===== config.mk =====
export PLATFORM = sky130hd
export DESIGN_NAME = dual_quadrature_decoder_velocity_flat
export DESIGN_NICKNAME = d
export VERILOG_FILES = /design/src/design/qdv_pkg.sv /design/src/design/qdv_req_if.sv /design/src/design/qdv_rsp_if.sv /design/src/design/qdv_divider.sv /design/src/design/qdv_lane.sv /design/src/design/dual_quadrature_decoder_velocity.sv /design/src/flat_wrapper.sv
export SDC_FILE = /design/constraint.sdc
export NUM_CORES = 2
export LEC_CHECK = 0
export BUFFER_PORTS_ARGS = -buffer_cell sky130_fd_sc_hd__buf_2
export CORE_ASPECT_RATIO = 0.9
export CORE_MARGIN = 3
export CORE_UTILIZATION = 35
export CTS_CLUSTER_DIAMETER = 120
export DETAILED_ROUTE_END_ITERATION = 10
export PLACE_DENSITY = 0.58
export SYNTH_ARGS = -nofsm -noshare
export SYNTH_HDL_FRONTEND = slang
export SYNTH_SLANG_ARGS = --single-unit

===== constraint.sdc =====
create_clock -name clock -period 20.7 [get_ports clock]
set_input_delay 2.07 -clock clock [delete_from_list [all_inputs] [get_ports clock]]
set_output_delay 2.07 -clock clock [all_outputs]
set_load 0.01 [all_outputs]

===== src/design/qdv_pkg.sv =====
// Shared types and constants of the dual quadrature decoder with velocity.
package qdv_pkg;

   localparam int DT_WIDTH        = 20;
   localparam int WORD_WIDTH      = 32;
   localparam int MUL_WIDTH       = 20;
   localparam int NUM_WIDTH       = 52;   // rate numerator below the saturation limit
   localparam int CSR_INDEX_WIDTH = 2;
   localparam int CSR_DATA_WIDTH  = 16;

   localparam logic [MUL_WIDTH-1:0] US_PER_S = 20'd1000000;

   localparam logic ACTION_SAMPLE = 1'b0;
   localparam logic ACTION_QUERY  = 1'b1;

   localparam logic [CSR_INDEX_WIDTH-1:0] CSR_FILTER_SHIFT = 2'd0;
   localparam logic [CSR_INDEX_WIDTH-1:0] CSR_DEADBAND     = 2'd1;
   localparam logic [CSR_INDEX_WIDTH-1:0] CSR_INVERT_LEFT  = 2'd2;
   localparam logic [CSR_INDEX_WIDTH-1:0] CSR_INVERT_RIGHT = 2'd3;

   typedef struct packed {
      logic sample;    // pin word accepted
      logic step_en;   // decoder primed, count may move
      logic query;     // query word accepted
   } lane_ctrl_type;

   typedef struct packed {
      logic [2:0]  filter_shift;
      logic [15:0] deadband;
      logic        invert;
   } lane_cfg_type;

   typedef struct packed {
      logic busy;
   } lane_status_type;

endpackage


===== src/design/qdv_req_if.sv =====
// Request channel: pin samples and queries.
interface qdv_req_if;
   logic        valid;
   logic        ready;
   logic        action;
   logic        pin_a_left;
   logic        pin_b_left;
   logic        pin_a_right;
   logic        pin_b_right;
   logic [19:0] elapsed_us;

   modport source (output valid, action, pin_a_left, pin_b_left, pin_a_right, pin_b_right,
                   elapsed_us, input ready);
   modport sink (input valid, action, pin_a_left, pin_b_left, pin_a_right, pin_b_right,
                 elapsed_us, output ready);
endinterface


===== src/design/qdv_rsp_if.sv =====
// Response channel: positions and filtered velocities.
interface qdv_rsp_if;
   logic               valid;
   logic               ready;
   logic signed [31:0] position_left;
   logic signed [31:0] position_right;
   logic signed [31:0] velocity_left;
   logic signed [31:0] velocity_right;

   modport source (output valid, position_left, position_right, velocity_left,
                   velocity_right, input ready);
   modport sink (input valid, position_left, position_right, velocity_left,
                 velocity_right, output ready);
endinterface


===== src/design/qdv_divider.sv =====
// Restoring divider, one quotient bit per cycle.
module qdv_divider (
   input  logic                          clock,
   input  logic                          reset,
   input  logic                          start,
   input  logic [qdv_pkg::NUM_WIDTH-1:0] numerator,
   input  logic [qdv_pkg::DT_WIDTH-1:0]  divisor,
   output logic [qdv_pkg::NUM_WIDTH-1:0] quotient,
   output logic                          busy
);
   localparam int CNT_WIDTH = $clog2(qdv_pkg::NUM_WIDTH + 1);

   logic [qdv_pkg::NUM_WIDTH-1:0] nq_ff, nq_in;
   logic [qdv_pkg::DT_WIDTH-1:0]  rem_ff, rem_in;
   logic [qdv_pkg::DT_WIDTH-1:0]  div_ff;
   logic [CNT_WIDTH-1:0]          cnt_ff;
   logic                          busy_ff;
   logic [qdv_pkg::DT_WIDTH:0]    trial;
   logic                          ge;

   always_comb begin
      trial  = {rem_ff, nq_ff[qdv_pkg::NUM_WIDTH-1]};
      ge     = trial >= {1'b0, div_ff};
      rem_in = ge ? qdv_pkg::DT_WIDTH'(trial - {1'b0, div_ff})
                  : trial[qdv_pkg::DT_WIDTH-1:0];
      nq_in  = {nq_ff[qdv_pkg::NUM_WIDTH-2:0], ge};
   end

   always_ff @(posedge clock) begin
      if (reset) begin
         busy_ff <= 1'b0;
         cnt_ff  <= '0;
      end else if (start) begin
         busy_ff <= 1'b1;
         cnt_ff  <= CNT_WIDTH'(qdv_pkg::NUM_WIDTH);
         nq_ff   <= numerator;
         rem_ff  <= '0;
         div_ff  <= divisor;
      end else if (busy_ff) begin
         nq_ff  <= nq_in;
         rem_ff <= rem_in;
         cnt_ff <= cnt_ff - CNT_WIDTH'(1);
         if (cnt_ff == CNT_WIDTH'(1)) begin
            busy_ff <= 1'b0;
         end
      end
   end

   assign quotient = nq_ff;
   assign busy     = busy_ff;
endmodule


===== src/design/qdv_lane.sv =====
// One encoder lane: 4x decoder, rate estimate and smoothing filter.
module qdv_lane #(
   parameter int COUNT_WIDTH   = 32,
   parameter int FRACTION_BITS = 8
) (
   input  logic                         clock,
   input  logic                         reset,
   input  qdv_pkg::lane_ctrl_type       ctrl,
   input  logic                         pin_a,
   input  logic                         pin_b,
   input  logic [qdv_pkg::DT_WIDTH-1:0] elapsed_us,
   input  qdv_pkg::lane_cfg_type        cfg,
   output logic [COUNT_WIDTH-1:0]       count,
   output logic signed [31:0]           velocity,
   output qdv_pkg::lane_status_type     status
);
   localparam longint unsigned SCALE   = 64'd1000000 << FRACTION_BITS;
   // smallest delta whose scaled value reaches 2^NUM_WIDTH: always saturates
   localparam longint unsigned MAG_LIM =
      ((64'd1 << qdv_pkg::NUM_WIDTH) + SCALE - 64'd1) / SCALE;
   localparam int MW = (COUNT_WIDTH > 32) ? COUNT_WIDTH : 33;
   localparam int PW = 32 + qdv_pkg::MUL_WIDTH;

   typedef enum logic [2:0] {L_IDLE, L_MUL, L_LOAD, L_DIV, L_SAT, L_FILT} lane_state_type;

   lane_state_type            state_ff;
   logic [COUNT_WIDTH-1:0]    count_ff, count_in;
   logic [COUNT_WIDTH-1:0]    prev_ff;
   logic                      last_a_ff, last_b_ff;
   logic                      neg_ff, big_ff;
   logic [31:0]               mag_ff;
   logic [qdv_pkg::DT_WIDTH-1:0] dt_ff;
   logic [PW-1:0]             prod_ff;
   logic signed [31:0]        raw_ff, raw_in;
   logic signed [31:0]        smoothed_ff, smoothed_in;
   logic signed [31:0]        vel_ff;

   // decoder
   logic chg_a, chg_b, up;
   // query capture
   logic [COUNT_WIDTH-1:0] delta, mag;
   logic [MW-1:0]          mag_ext;
   // divider
   logic                          div_start, div_busy;
   logic [qdv_pkg::NUM_WIDTH-1:0] quotient, numerator;
   logic                          over;
   // filter
   logic signed [32:0] diff, stepv, snew, smag;

   always_comb begin
      chg_a    = pin_a ^ last_a_ff;
      chg_b    = pin_b ^ last_b_ff;
      up       = (chg_a ? (pin_a ~^ pin_b) : (pin_a ^ pin_b)) ^ cfg.invert;
      count_in = count_ff;
      if (ctrl.sample && ctrl.step_en && (chg_a || chg_b)) begin
         count_in = up ? count_ff + COUNT_WIDTH'(1) : count_ff - COUNT_WIDTH'(1);
      end
   end

   always_comb begin
      delta   = count_ff - prev_ff;
      mag     = delta[COUNT_WIDTH-1] ? COUNT_WIDTH'(0) - delta : delta;
      mag_ext = MW'(mag);
   end

   assign numerator = qdv_pkg::NUM_WIDTH'(prod_ff << FRACTION_BITS);
   assign div_start = (state_ff == L_LOAD);

   always_comb begin
      if (neg_ff) begin
         over   = big_ff || (quotient > qdv_pkg::NUM_WIDTH'(33'h0_8000_0000));
         raw_in = over ? 32'sh8000_0000 : -$signed(quotient[31:0]);
      end else begin
         over   = big_ff || (quotient > qdv_pkg::NUM_WIDTH'(32'h7FFF_FFFF));
         raw_in = over ? 32'sh7FFF_FFFF : $signed(quotient[31:0]);
      end
   end

   // smoothed += floor((raw - smoothed) / 2^shift), then deadband
   always_comb begin
      diff  = 33'(raw_ff) - 33'(smoothed_ff);
      stepv = diff >>> cfg.filter_shift;
      snew  = 33'(smoothed_ff) + stepv;
      smag  = snew[32] ? -snew : snew;
      smoothed_in = ($unsigned(smag) < 33'(cfg.deadband)) ? 32'sd0 : snew[31:0];
   end

   qdv_divider u_div (
      .clock    (clock),
      .reset    (reset),
      .start    (div_start),
      .numerator(numerator),
      .divisor  (dt_ff),
      .quotient (quotient),
      .busy     (div_busy)
   );

   always_ff @(posedge clock) begin
      if (reset) begin
         state_ff    <= L_IDLE;
         count_ff    <= '0;
         prev_ff     <= '0;
         last_a_ff   <= 1'b0;
         last_b_ff   <= 1'b0;
         smoothed_ff <= '0;
         vel_ff      <= '0;
      end else begin
         count_ff <= count_in;
         if (ctrl.sample) begin
            last_a_ff <= pin_a;
            last_b_ff <= pin_b;
         end
         unique case (state_ff)
            L_IDLE: begin
               if (ctrl.query) begin
                  prev_ff <= count_ff;
                  neg_ff  <= delta[COUNT_WIDTH-1];
                  big_ff  <= mag_ext >= MW'(MAG_LIM);
                  mag_ff  <= mag_ext[31:0];
                  // the request bus moves on, keep the divisor here
                  dt_ff   <= elapsed_us;
                  if (elapsed_us == '0) begin
                     vel_ff <= '0;
                  end else begin
                     state_ff <= L_MUL;
                  end
               end
            end
            L_MUL: begin
               prod_ff  <= PW'(mag_ff) * PW'(qdv_pkg::US_PER_S);
               state_ff <= L_LOAD;
            end
            L_LOAD: begin
               state_ff <= L_DIV;
            end
            L_DIV: begin
               if (!div_busy) begin
                  state_ff <= L_SAT;
               end
            end
            L_SAT: begin
               raw_ff   <= raw_in;
               state_ff <= L_FILT;
            end
            L_FILT: begin
               smoothed_ff <= smoothed_in;
               vel_ff      <= smoothed_in;
               state_ff    <= L_IDLE;
            end
            default: state_ff <= L_IDLE;
         endcase
      end
   end

   assign count       = count_ff;
   assign velocity    = vel_ff;
   assign status.busy = (state_ff != L_IDLE);
endmodule


===== src/design/dual_quadrature_decoder_velocity.sv =====
// Top level: two encoder lanes, configuration registers and response merge.
//
// Decodes two quadrature encoders (left, right) at 4x resolution. A sample
// word (action 0) carries the four pin levels and is taken every cycle while
// no query is in flight; the first sample after reset only records levels.
// A query word (action 1) returns both positions (low 32 bits of the
// wrapping counts) and the filtered velocities in Q24.8 ticks/s. A query
// with nonzero elapsed time runs capture, a 32x20 multiply, a start state,
// a 52-step restoring divider (one quotient bit per cycle, one divider per
// lane, plus a wait state to see it finish), a saturation step, a filter step
// and the load of the response register; both lanes run in lockstep. A query
// with zero elapsed time skips the rate path and returns zero velocity.
// Samples and queries stall while a query is in flight, and a finished query
// also waits while the previous response has not been taken. The response
// sits in an output register, so sample words keep flowing while it waits to
// be taken. The user must write configuration through the csr_ port only
// while idle; the block itself does not enforce it.
module dual_quadrature_decoder_velocity #(
   parameter int COUNT_WIDTH   = 32,
   parameter int FRACTION_BITS = 8
) (
   input  logic                                 clock,
   input  logic                                 reset,
   qdv_req_if.sink                              req_ch,
   qdv_rsp_if.source                            rsp_ch,
   input  logic                                 csr_wr_en,
   input  logic [qdv_pkg::CSR_INDEX_WIDTH-1:0]  csr_index,
   input  logic [qdv_pkg::CSR_DATA_WIDTH-1:0]   csr_wdata
);
   typedef enum logic {T_IDLE, T_RUN} top_state_type;

   top_state_type state_ff;

   // configuration
   logic [2:0]  filter_shift_ff;
   logic [15:0] deadband_ff;
   logic        invert_left_ff, invert_right_ff;

   logic primed_ff;

   // response register
   logic               rsp_valid_ff;
   logic signed [31:0] pos_left_ff, pos_right_ff;
   logic signed [31:0] out_pos_left_ff, out_pos_right_ff;
   logic signed [31:0] out_vel_left_ff, out_vel_right_ff;

   logic                      req_fire, rsp_fire, query_fire, sample_fire;
   logic                      lanes_done, load_rsp;
   qdv_pkg::lane_ctrl_type    lane_ctrl;
   qdv_pkg::lane_cfg_type     cfg_left, cfg_right;
   qdv_pkg::lane_status_type  status_left, status_right;
   logic [COUNT_WIDTH-1:0]    count_left, count_right;
   logic signed [31:0]        vel_left, vel_right;

   assign req_ch.ready = (state_ff == T_IDLE);
   assign req_fire     = req_ch.valid && req_ch.ready;
   assign sample_fire  = req_fire && (req_ch.action == qdv_pkg::ACTION_SAMPLE);
   assign query_fire   = req_fire && (req_ch.action == qdv_pkg::ACTION_QUERY);
   assign rsp_fire     = rsp_valid_ff && rsp_ch.ready;

   // lanes finish together; result moves out once the output slot frees
   assign lanes_done = !status_left.busy && !status_right.busy;
   assign load_rsp   = (state_ff == T_RUN) && lanes_done && (!rsp_valid_ff || rsp_ch.ready);

   assign lane_ctrl.sample  = sample_fire;
   assign lane_ctrl.step_en = primed_ff;
   assign lane_ctrl.query   = query_fire;

   assign cfg_left.filter_shift  = filter_shift_ff;
   assign cfg_left.deadband      = deadband_ff;
   assign cfg_left.invert        = invert_left_ff;
   assign cfg_right.filter_shift = filter_shift_ff;
   assign cfg_right.deadband     = deadband_ff;
   assign cfg_right.invert       = invert_right_ff;

   qdv_lane #(
      .COUNT_WIDTH  (COUNT_WIDTH),
      .FRACTION_BITS(FRACTION_BITS)
   ) u_lane_left (
      .clock     (clock),
      .reset     (reset),
      .ctrl      (lane_ctrl),
      .pin_a     (req_ch.pin_a_left),
      .pin_b     (req_ch.pin_b_left),
      .elapsed_us(req_ch.elapsed_us),
      .cfg       (cfg_left),
      .count     (count_left),
      .velocity  (vel_left),
      .status    (status_left)
   );

   qdv_lane #(
      .COUNT_WIDTH  (COUNT_WIDTH),
      .FRACTION_BITS(FRACTION_BITS)
   ) u_lane_right (
      .clock     (clock),
      .reset     (reset),
      .ctrl      (lane_ctrl),
      .pin_a     (req_ch.pin_a_right),
      .pin_b     (req_ch.pin_b_right),
      .elapsed_us(req_ch.elapsed_us),
      .cfg       (cfg_right),
      .count     (count_right),
      .velocity  (vel_right),
      .status    (status_right)
   );

   // configuration writes; reset values match the documented defaults
   always_ff @(posedge clock) begin
      if (reset) begin
         filter_shift_ff <= 3'd1;
         deadband_ff     <= 16'd128;
         invert_left_ff  <= 1'b0;
         invert_right_ff <= 1'b1;
      end else if (csr_wr_en) begin
         unique case (csr_index)
            qdv_pkg::CSR_FILTER_SHIFT: filter_shift_ff <= csr_wdata[2:0];
            qdv_pkg::CSR_DEADBAND:     deadband_ff     <= csr_wdata;
            qdv_pkg::CSR_INVERT_LEFT:  invert_left_ff  <= csr_wdata[0];
            qdv_pkg::CSR_INVERT_RIGHT: invert_right_ff <= csr_wdata[0];
            default: ;
         endcase
      end
   end

   // control sequencer and response register
   always_ff @(posedge clock) begin
      if (reset) begin
         state_ff     <= T_IDLE;
         primed_ff    <= 1'b0;
         rsp_valid_ff <= 1'b0;
      end else begin
         if (sample_fire) begin
            primed_ff <= 1'b1;
         end
         // a load in the cycle the old word leaves keeps the slot full
         if (load_rsp) begin
            rsp_valid_ff <= 1'b1;
         end else if (rsp_fire) begin
            rsp_valid_ff <= 1'b0;
         end
         unique case (state_ff)
            T_IDLE: begin
               if (query_fire) begin
                  // positions are taken at acceptance, before any later sample
                  pos_left_ff  <= 32'(count_left);
                  pos_right_ff <= 32'(count_right);
                  state_ff     <= T_RUN;
               end
            end
            T_RUN: begin
               if (load_rsp) begin
                  out_pos_left_ff  <= pos_left_ff;
                  out_pos_right_ff <= pos_right_ff;
                  out_vel_left_ff  <= vel_left;
                  out_vel_right_ff <= vel_right;
                  state_ff         <= T_IDLE;
               end
            end
            default: state_ff <= T_IDLE;
         endcase
      end
   end

   assign rsp_ch.valid          = rsp_valid_ff;
   assign rsp_ch.position_left  = out_pos_left_ff;
   assign rsp_ch.position_right = out_pos_right_ff;
   assign rsp_ch.velocity_left  = out_vel_left_ff;
   assign rsp_ch.velocity_right = out_vel_right_ff;

   // lanes share the elapsed time and must stay in lockstep
   a_lockstep: assert property (@(posedge clock) disable iff (reset)
      status_left.busy == status_right.busy)
      else $error("lanes out of lockstep");

   // a busy lane means a query is in flight
   a_busy_run: assert property (@(posedge clock) disable iff (reset)
      status_left.busy |-> (state_ff == T_RUN))
      else $error("lane busy outside a query");

   a_query_run: assert property (@(posedge clock) disable iff (reset)
      query_fire |=> (state_ff == T_RUN))
      else $error("query accepted but not started");

   // a new response only comes out of a finished query
   a_rsp_src: assert property (@(posedge clock) disable iff (reset)
      $rose(rsp_valid_ff) |-> $past(state_ff == T_RUN && lanes_done))
      else $error("response without finished query");
endmodule


===== src/flat_wrapper.sv =====
// flat-port wrapper written by rule: the top's interface ports become plain ports
module dual_quadrature_decoder_velocity_flat 
#(
   parameter int COUNT_WIDTH   = 32,
   parameter int FRACTION_BITS = 8
)
  (clock, reset, csr_wr_en, csr_index, csr_wdata, req_ch_valid, req_ch_action, req_ch_pin_a_left, req_ch_pin_b_left, req_ch_pin_a_right, req_ch_pin_b_right, req_ch_elapsed_us, req_ch_ready, rsp_ch_valid, rsp_ch_position_left, rsp_ch_position_right, rsp_ch_velocity_left, rsp_ch_velocity_right, rsp_ch_ready);
  qdv_req_if req_ch_i ();
  qdv_rsp_if rsp_ch_i ();
  input  logic clock;
  input  logic reset;
  input  logic csr_wr_en;
  input  logic [qdv_pkg::CSR_INDEX_WIDTH-1:0] csr_index;
  input  logic [qdv_pkg::CSR_DATA_WIDTH-1:0] csr_wdata;
  input wire logic [$bits(req_ch_i.valid)-1:0] req_ch_valid;
  input wire logic [$bits(req_ch_i.action)-1:0] req_ch_action;
  input wire logic [$bits(req_ch_i.pin_a_left)-1:0] req_ch_pin_a_left;
  input wire logic [$bits(req_ch_i.pin_b_left)-1:0] req_ch_pin_b_left;
  input wire logic [$bits(req_ch_i.pin_a_right)-1:0] req_ch_pin_a_right;
  input wire logic [$bits(req_ch_i.pin_b_right)-1:0] req_ch_pin_b_right;
  input wire logic [$bits(req_ch_i.elapsed_us)-1:0] req_ch_elapsed_us;
  output wire logic [$bits(req_ch_i.ready)-1:0] req_ch_ready;
  output wire logic [$bits(rsp_ch_i.valid)-1:0] rsp_ch_valid;
  output wire logic [$bits(rsp_ch_i.position_left)-1:0] rsp_ch_position_left;
  output wire logic [$bits(rsp_ch_i.position_right)-1:0] rsp_ch_position_right;
  output wire logic [$bits(rsp_ch_i.velocity_left)-1:0] rsp_ch_velocity_left;
  output wire logic [$bits(rsp_ch_i.velocity_right)-1:0] rsp_ch_velocity_right;
  input wire logic [$bits(rsp_ch_i.ready)-1:0] rsp_ch_ready;
  assign req_ch_i.valid = req_ch_valid;
  assign req_ch_i.action = req_ch_action;
  assign req_ch_i.pin_a_left = req_ch_pin_a_left;
  assign req_ch_i.pin_b_left = req_ch_pin_b_left;
  assign req_ch_i.pin_a_right = req_ch_pin_a_right;
  assign req_ch_i.pin_b_right = req_ch_pin_b_right;
  assign req_ch_i.elapsed_us = req_ch_elapsed_us;
  assign req_ch_ready = req_ch_i.ready;
  assign rsp_ch_valid = rsp_ch_i.valid;
  assign rsp_ch_position_left = rsp_ch_i.position_left;
  assign rsp_ch_position_right = rsp_ch_i.position_right;
  assign rsp_ch_velocity_left = rsp_ch_i.velocity_left;
  assign rsp_ch_velocity_right = rsp_ch_i.velocity_right;
  assign rsp_ch_i.ready = rsp_ch_ready;
  dual_quadrature_decoder_velocity #(.COUNT_WIDTH(COUNT_WIDTH), .FRACTION_BITS(FRACTION_BITS)) u_core (.clock(clock), .reset(reset), .req_ch(req_ch_i), .rsp_ch(rsp_ch_i), .csr_wr_en(csr_wr_en), .csr_index(csr_index), .csr_wdata(csr_wdata));
endmodule

==> Yosys cells after proc, flatten, opt, wreduce, memory -nomap -nowiden <==
Index checks and enable logic that the tools add are counted.
W data, S select, Z words.
{ "totals": {"out_inout_bits": 130, "ff_bits": 928} }
{ "op_classes": {"shift": 2, "reduce_logical": 55, "n_lt_le_gt_ge": 10, "n_mux": 49, "n_addsub": 20, "bitwise": 13, "n_mul": 2, "n_eq_ne": 23} }
{ "ops": {"columns": ["cell", "count"], "rows": [
  ["$mux W32", 14],
  ["$mux W52", 4],
  ["$pmux W32 S2", 2],
  ["$gt A52 B31 Y1 const B", 2],
  ["$gt A52 B32 Y1 const B", 2],
  ["$mux W20", 4],
  ["$mul A32 B14 Y38 const B", 2],
  ["$add A32 B33 Y33", 2],
  ["$lt A33 B16 Y1", 2],
  ["$mux W33", 2],
  ["$neg A33 Y33", 2],
  ["$sshr A33 B3 Y33", 2],
  ["$sub A32 B32 Y33", 2],
  ["$add A32 B1 Y32 const B", 2],
  ["$ge A32 B25 Y1 const B", 2],
  ["$neg A32 Y32", 2],
  ["$sub A1 B32 Y32 const A", 2],
  ["$sub A32 B1 Y32 const B", 2],
  ["$sub A32 B32 Y32", 2],
  ["$ge A21 B20 Y1", 2],
  ["$sub A20 B20 Y20", 2],
  ["$pmux W3 S5", 2],
  ["$reduce_and A2 Y1", 14],
  ["$mux W6", 4],
  ["25 further kinds", 96]
]} }

==> Logic depth before layout (Yosys ltp) <==
{ "depth": {"word_depth": 8, "depth_mapped": 45, "mapped_depth_nobuf": 41} }

==> Cells and area by module <==
A second synthesis with hierarchy kept.
{ "hier_totals": {"cells_unflattened": 6824, "area_unflattened_um2": 66717.7} }
{ "modules_own_cells": {"columns": ["mod", "cells_per_inst", "area_per_inst_um2", "seq_area_each_um2", "instances"], "rows": [
  ["qdv_lane at u_core.u_lane_right", 2830, 24913.9, 6386.1, 1],
  ["qdv_lane at u_core.u_lane_left", 2875, 24715.0, 6386.1, 1],
  ["qdv_divider", 410, 5175.0, 2902.8, 2],
  ["dual_quadrature_decoder_velocity", 299, 6739.0, 6246.0, 1]
]} }

==> Worst setup path after synthesis <==
Ideal clock, no wire load.
{ "synth_timing": {"path_type": "register to register", "from": "register u_core.u_lane_left.smoothed_ff[1]", "to": "register u_core.u_lane_left.smoothed_ff[0]", "stages_incl_launch_ff": 42, "setup_time_ps": 148, "t_arrival_ps": 9089, "slack_ps": 11463, "path_buffers": 4, "cell_sequence": "dfxtp_1 > inv_1 > ha_1 > nor2b_1 > o21ai_0 > a21boi_0 > o21ai_0 > a2111oi_0 > o31ai_1 > a22oi_1 > a41oi_1 > xnor2_1 > mux2_2 > mux2_2 > mux2_2 > ha_1 > buf_2 > nand2_1 > [6 not listed] > xnor3_1 > buf_2 > buf_1 > nor2_1 > xnor2_1 > ha_1 > a21o_1 > a21o_1 > a21o_1 > a21oi_1 > o21ai_0 > a211o_1 > a21o_1 > a2111oi_0 > o2111ai_1 > nor4_4 > buf_6 > a41oi_2"} }
{ "synth_between": {"elab_chain_cells": 7} }
{ "synth_lines": {"columns": ["element", "line", "source"], "rows": [
  ["start, declared", "qdv_lane.sv:35", "logic signed [31:0] smoothed_ff, smoothed_in;"],
  ["start signal, assigned", "qdv_lane.sv:146", "smoothed_ff <= smoothed_in;"],
  ["$sub A32 B32 Y33", "qdv_lane.sv:81", "diff = 33'(raw_ff) - 33'(smoothed_ff);"],
  ["$sshr A33 B3 Y33", "qdv_lane.sv:82", "stepv = diff >>> cfg.filter_shift;"],
  ["$add A32 B33 Y33 *", "qdv_lane.sv:83", "snew = 33'(smoothed_ff) + stepv;"],
  ["$neg A33 Y33", "qdv_lane.sv:84", "smag = snew[32] ? -snew : snew;"],
  ["$mux W33", "qdv_lane.sv:84", null],
  ["$lt A33 B16 Y1", "qdv_lane.sv:85", "smoothed_in = ($unsigned(smag) < 33'(cfg.deadband)) ? 32'sd0 : snew[31:0];"],
  ["$mux W32 *", "qdv_lane.sv:85", null]
]} }
Mark *: on every way between the ends. The rest lies on a longest branch, timed or not.
A chain may end at the register's enable or synchronous reset.

==> Worst setup path in the final report <==
{ "layout_timing": {"from": "register u_core.u_lane_left.smoothed_ff[1]", "to": "register u_core.u_lane_left.smoothed_ff[3]"} }
The elaborated chain is that of the path after synthesis.

==> flow_metrics.py <==
metrics = {
    "clock_network": {
        "cts-resized-gates": 0,
        "cts.sinks": 928,
        "path_clk_slew_ns": 0.06,
        "numCtsBuffers": 100,
        "cts_buffer_depth": 3,
        "insertion_delay_ns": 0.75,
        "cts_root_buffer": "clkbuf_16",
        "tritoncts": "done",
        "htreeDepth": 3,
        "cts_setup_buffers": 0,
        "cts_hold_buf": 0,
    },
    "die": {
        "ios": 178,
        "row_count": 153,
        "initial_core_util": 0.353,
        "die_h_um": 425,
        "design.die.area_um2": 200000,
        "coreArea_um2": 193000,
        "die_w_um": 471,
    },
    "cells_and_area": {
        "layoutNonFillerInstCount": 9885,
        "nets": 8086,
        "layout-drive-gt1-share": 0.0896,
        "syn_to_final_growth_pct": 10.2,
        "multi_input_area_um2": 39800,
        "nFillCells": 19100,
        "final_area_um2": 75100,
        "regArea_um2": 24800,
    },
    "power_and_ir_drop": {
        "p_per_area_nw_per_um2": 118,
        "p_leak_nw": 30.0,
        "totalPowerFinal_mw": 8.84,
        "ir_worst_vdd_mv": 0.162,
    },
    "sta": {
        "fin_crit_sh": 0.525,
        "max_clock_freq_mhz": 92.0,
        "fin_skew_ns": 0.0348,
        "rsz0062_at_grt": "no",
        "setup_viol": 0,
        "relSlewSlack": 0.147,
        "slew_violations": 0,
        "tightestPinTransition_ns": 1.26,
        "hold_violations": 0,
        "tns_ns": 0,
        "fin_crit_ns": 10.87,
        "hold_ws_ns": 0.410,
    },
    "worst_setup_path": {
        "cp.depth": 39,
        "crit_type": "flip-flop to flip-flop",
        "crit_path_end_kind": "flip-flop",
        "crit_path_frequent_cell": "a21o_1",
        "max_stage_delay_ns": 0.74,
        "cp.arrival_ns": 11.41,
        "worstSetupStartpointType": "flip-flop",
        "reg2regPathDepth": 39,
        "crit_path_start": "u_core.u_lane_left.smoothed_ff[1]",
        "cpMaxStageDelayCell": "a2111oi_0",
        "cpLargestDelayFamily": "compound AO/OA/AOI/OAI gates",
        "worst-path-max-fanout": 36,
        "timing.rr.start": "u_core.u_lane_left.smoothed_ff[1]",
        "required_ns": 21.25,
        "worst-path-buf-inv": 2,
    },
    "logic_synthesis": {
        "syn_inst": 7173,
        "synth.distinct_cells": 113,
        "yosysWarnings": 0,
        "synth_edf_count": 624,
        "synth-seq-area-share": 0.364,
        "synth_flop_cell": "edfxtp_1",
        "syn_area_um2": 68200,
        "async_flop_share": 0,
        "avgSynthCellArea_um2": 9.51,
        "ys_seq_elements": 928,
        "synth_nets": 8021,
    },
    "min_path": {
        "min_from": "u_core.pos_right_ff[25]",
        "hold_path_class": "flip-flop to flip-flop",
        "hold_depth": 0,
    },
    "run_status": {
        "outcome": "completed",
    },
    "route": {
        "via_per_inst": 5.31,
        "drt_iter0_markers": 3474,
        "vias": 52500,
        "drc": 0,
        "wl_per_cell_um": 17.3,
        "met2_length_mm": 74.7,
        "met1Wirelength_mm": 85.0,
        "wl_met3_mm": 7.72,
        "dr.pass1.iters": 5,
        "top_layer": "met4",
        "totalWireLength_mm": 171,
        "ant_nets": 0,
    },
    "grt": {
        "antenna_found_initial": 5,
        "grt.overflow.total": 0,
        "grt_pass1_wl_mm": 275,
        "grt_pass1_vias": 50500,
        "track_usage": 0.167,
        "grt_max_degree": 95,
    },
    "place": {
        "io_buffer_count": 177,
        "postPlaceCellArea_um2": 71700,
        "post-dp-hpwl_mm": 128,
        "gp_congestion": 0.869,
        "dp.cells": 9693,
    },
    "run": {
        "drv_cap": 0,
    },
}
-- cell families (layout without fill, tap and decap cells) --
family,Yosys count,after routing,synth area share
AO/OA/AOI/OAI,1838,1838,0.185
XOR/XNOR,387,387,0.0502
adder cells (fa/ha/maj),800,800,0.174
buffers and inverters,941,1092,0.0545
flip-flops,928,928,0.364
multiplexers,148,148,0.0230
other,0,4,0
AND/OR/NAND/NOR,2131,2131,0.149
-- path summary, 6_finish.rpt --
path,end,slack [ns]
max,u_core.u_lane_left.smoothed_ff[3],9.83
min reg2reg,u_core.rsp_ch.position_right[25],0.41
max reg2reg,u_core.u_lane_left.smoothed_ff[3],9.83
min,u_core.rsp_ch.position_right[25],0.41
-- registers in the layout, summed over array words and instances, names as in the netlist, 38 cells and up --
signal	flops
u_core.u_lane_left.u_div.quotient	52
u_core.u_lane_right.u_div.quotient	52
u_core.u_lane_left.prod_ff	38
u_core.u_lane_right.prod_ff	38
-- through the flow --
step	worst slack, ns	util
after global routing	8.80	0.389
after floorplan	11.46	-
after detailed placement	9.95	0.371
after global placement	10.05	0.371
final	9.83	0.389
after CTS	9.90	0.389
-- report_power, final --
group	leakage (nW)	switching [mW]	internal, mW
sequential	8.16	0.0858	2.37
clock	1.65	0.797	1.06
combinational	20.1	2.54	1.99
-- routing by layer --
metal	vias up	GRT usage
li1	26000	-
met1	25200	0.243
met2	1080	0.263
met3	190	0.0237
met4	0	0.0358
met5	-	0
-- placed cells by master (no fill, tap or decap), types with 67 or more instances in the layout --
master and count:
nand2_1 843, inv_1 653, edfxtp_1 624, ha_1 552
a21oi_1 514, nor2_1 432, dfxtp_1 302, o21ai_0 295
xnor2_1 251, fa_1 248, buf_2 176, nor3_1 141
a21o_1 133, xor2_1 131, a31oi_1 128, nand3_1 116
mux2i_1 103, clkbuf_16 103, a22oi_1 101, or3_1 82
buf_4 70, o21a_1 67
-- worst reg2reg max path: cells and delay by family, from the launching register on --
| family | cells | cell delay [ns] |
|---|---|---|
| compound gates | 22 | 5.40 |
| simple gates | 7 | 1.54 |
| fa+ha+maj | 3 | 1.03 |
| mux | 3 | 0.83 |
| xor+xnor | 2 | 0.73 |
| buf+inv | 2 | 0.67 |
| flops | 1 | 0.49 |
-- layout make-up --
| type | instances | share of cell area |
|---|---|---|
| multi-input combinational | 5304 | 0.530 |
| sequential | 928 | 0.330 |
| tap | 2557 | 0.0426 |
| clock buffer | 134 | 0.0369 |
| inverter | 657 | 0.0328 |
| timing repair buffer | 247 | 0.0189 |
| clock inverter | 54 | 0.00819 |
| antenna | 4 | 0.000133 |
-- Yosys cell counts (133+ instances only) --
master,count,area [µm²]
nor2_1,446,1670
xnor2_1,252,2210
ha_1,552,6910
o21ai_0,295,1480
a21o_1,133,998
inv_1,655,2460
edfxtp_1,624,18700
fa_1,248,4960
clkbuf_1,218,818
nor3_1,144,721
dfxtp_1,304,6090
nand2_1,845,3170
a21oi_1,514,2570
No activity file was read; power rests on OpenSTA's default activity.
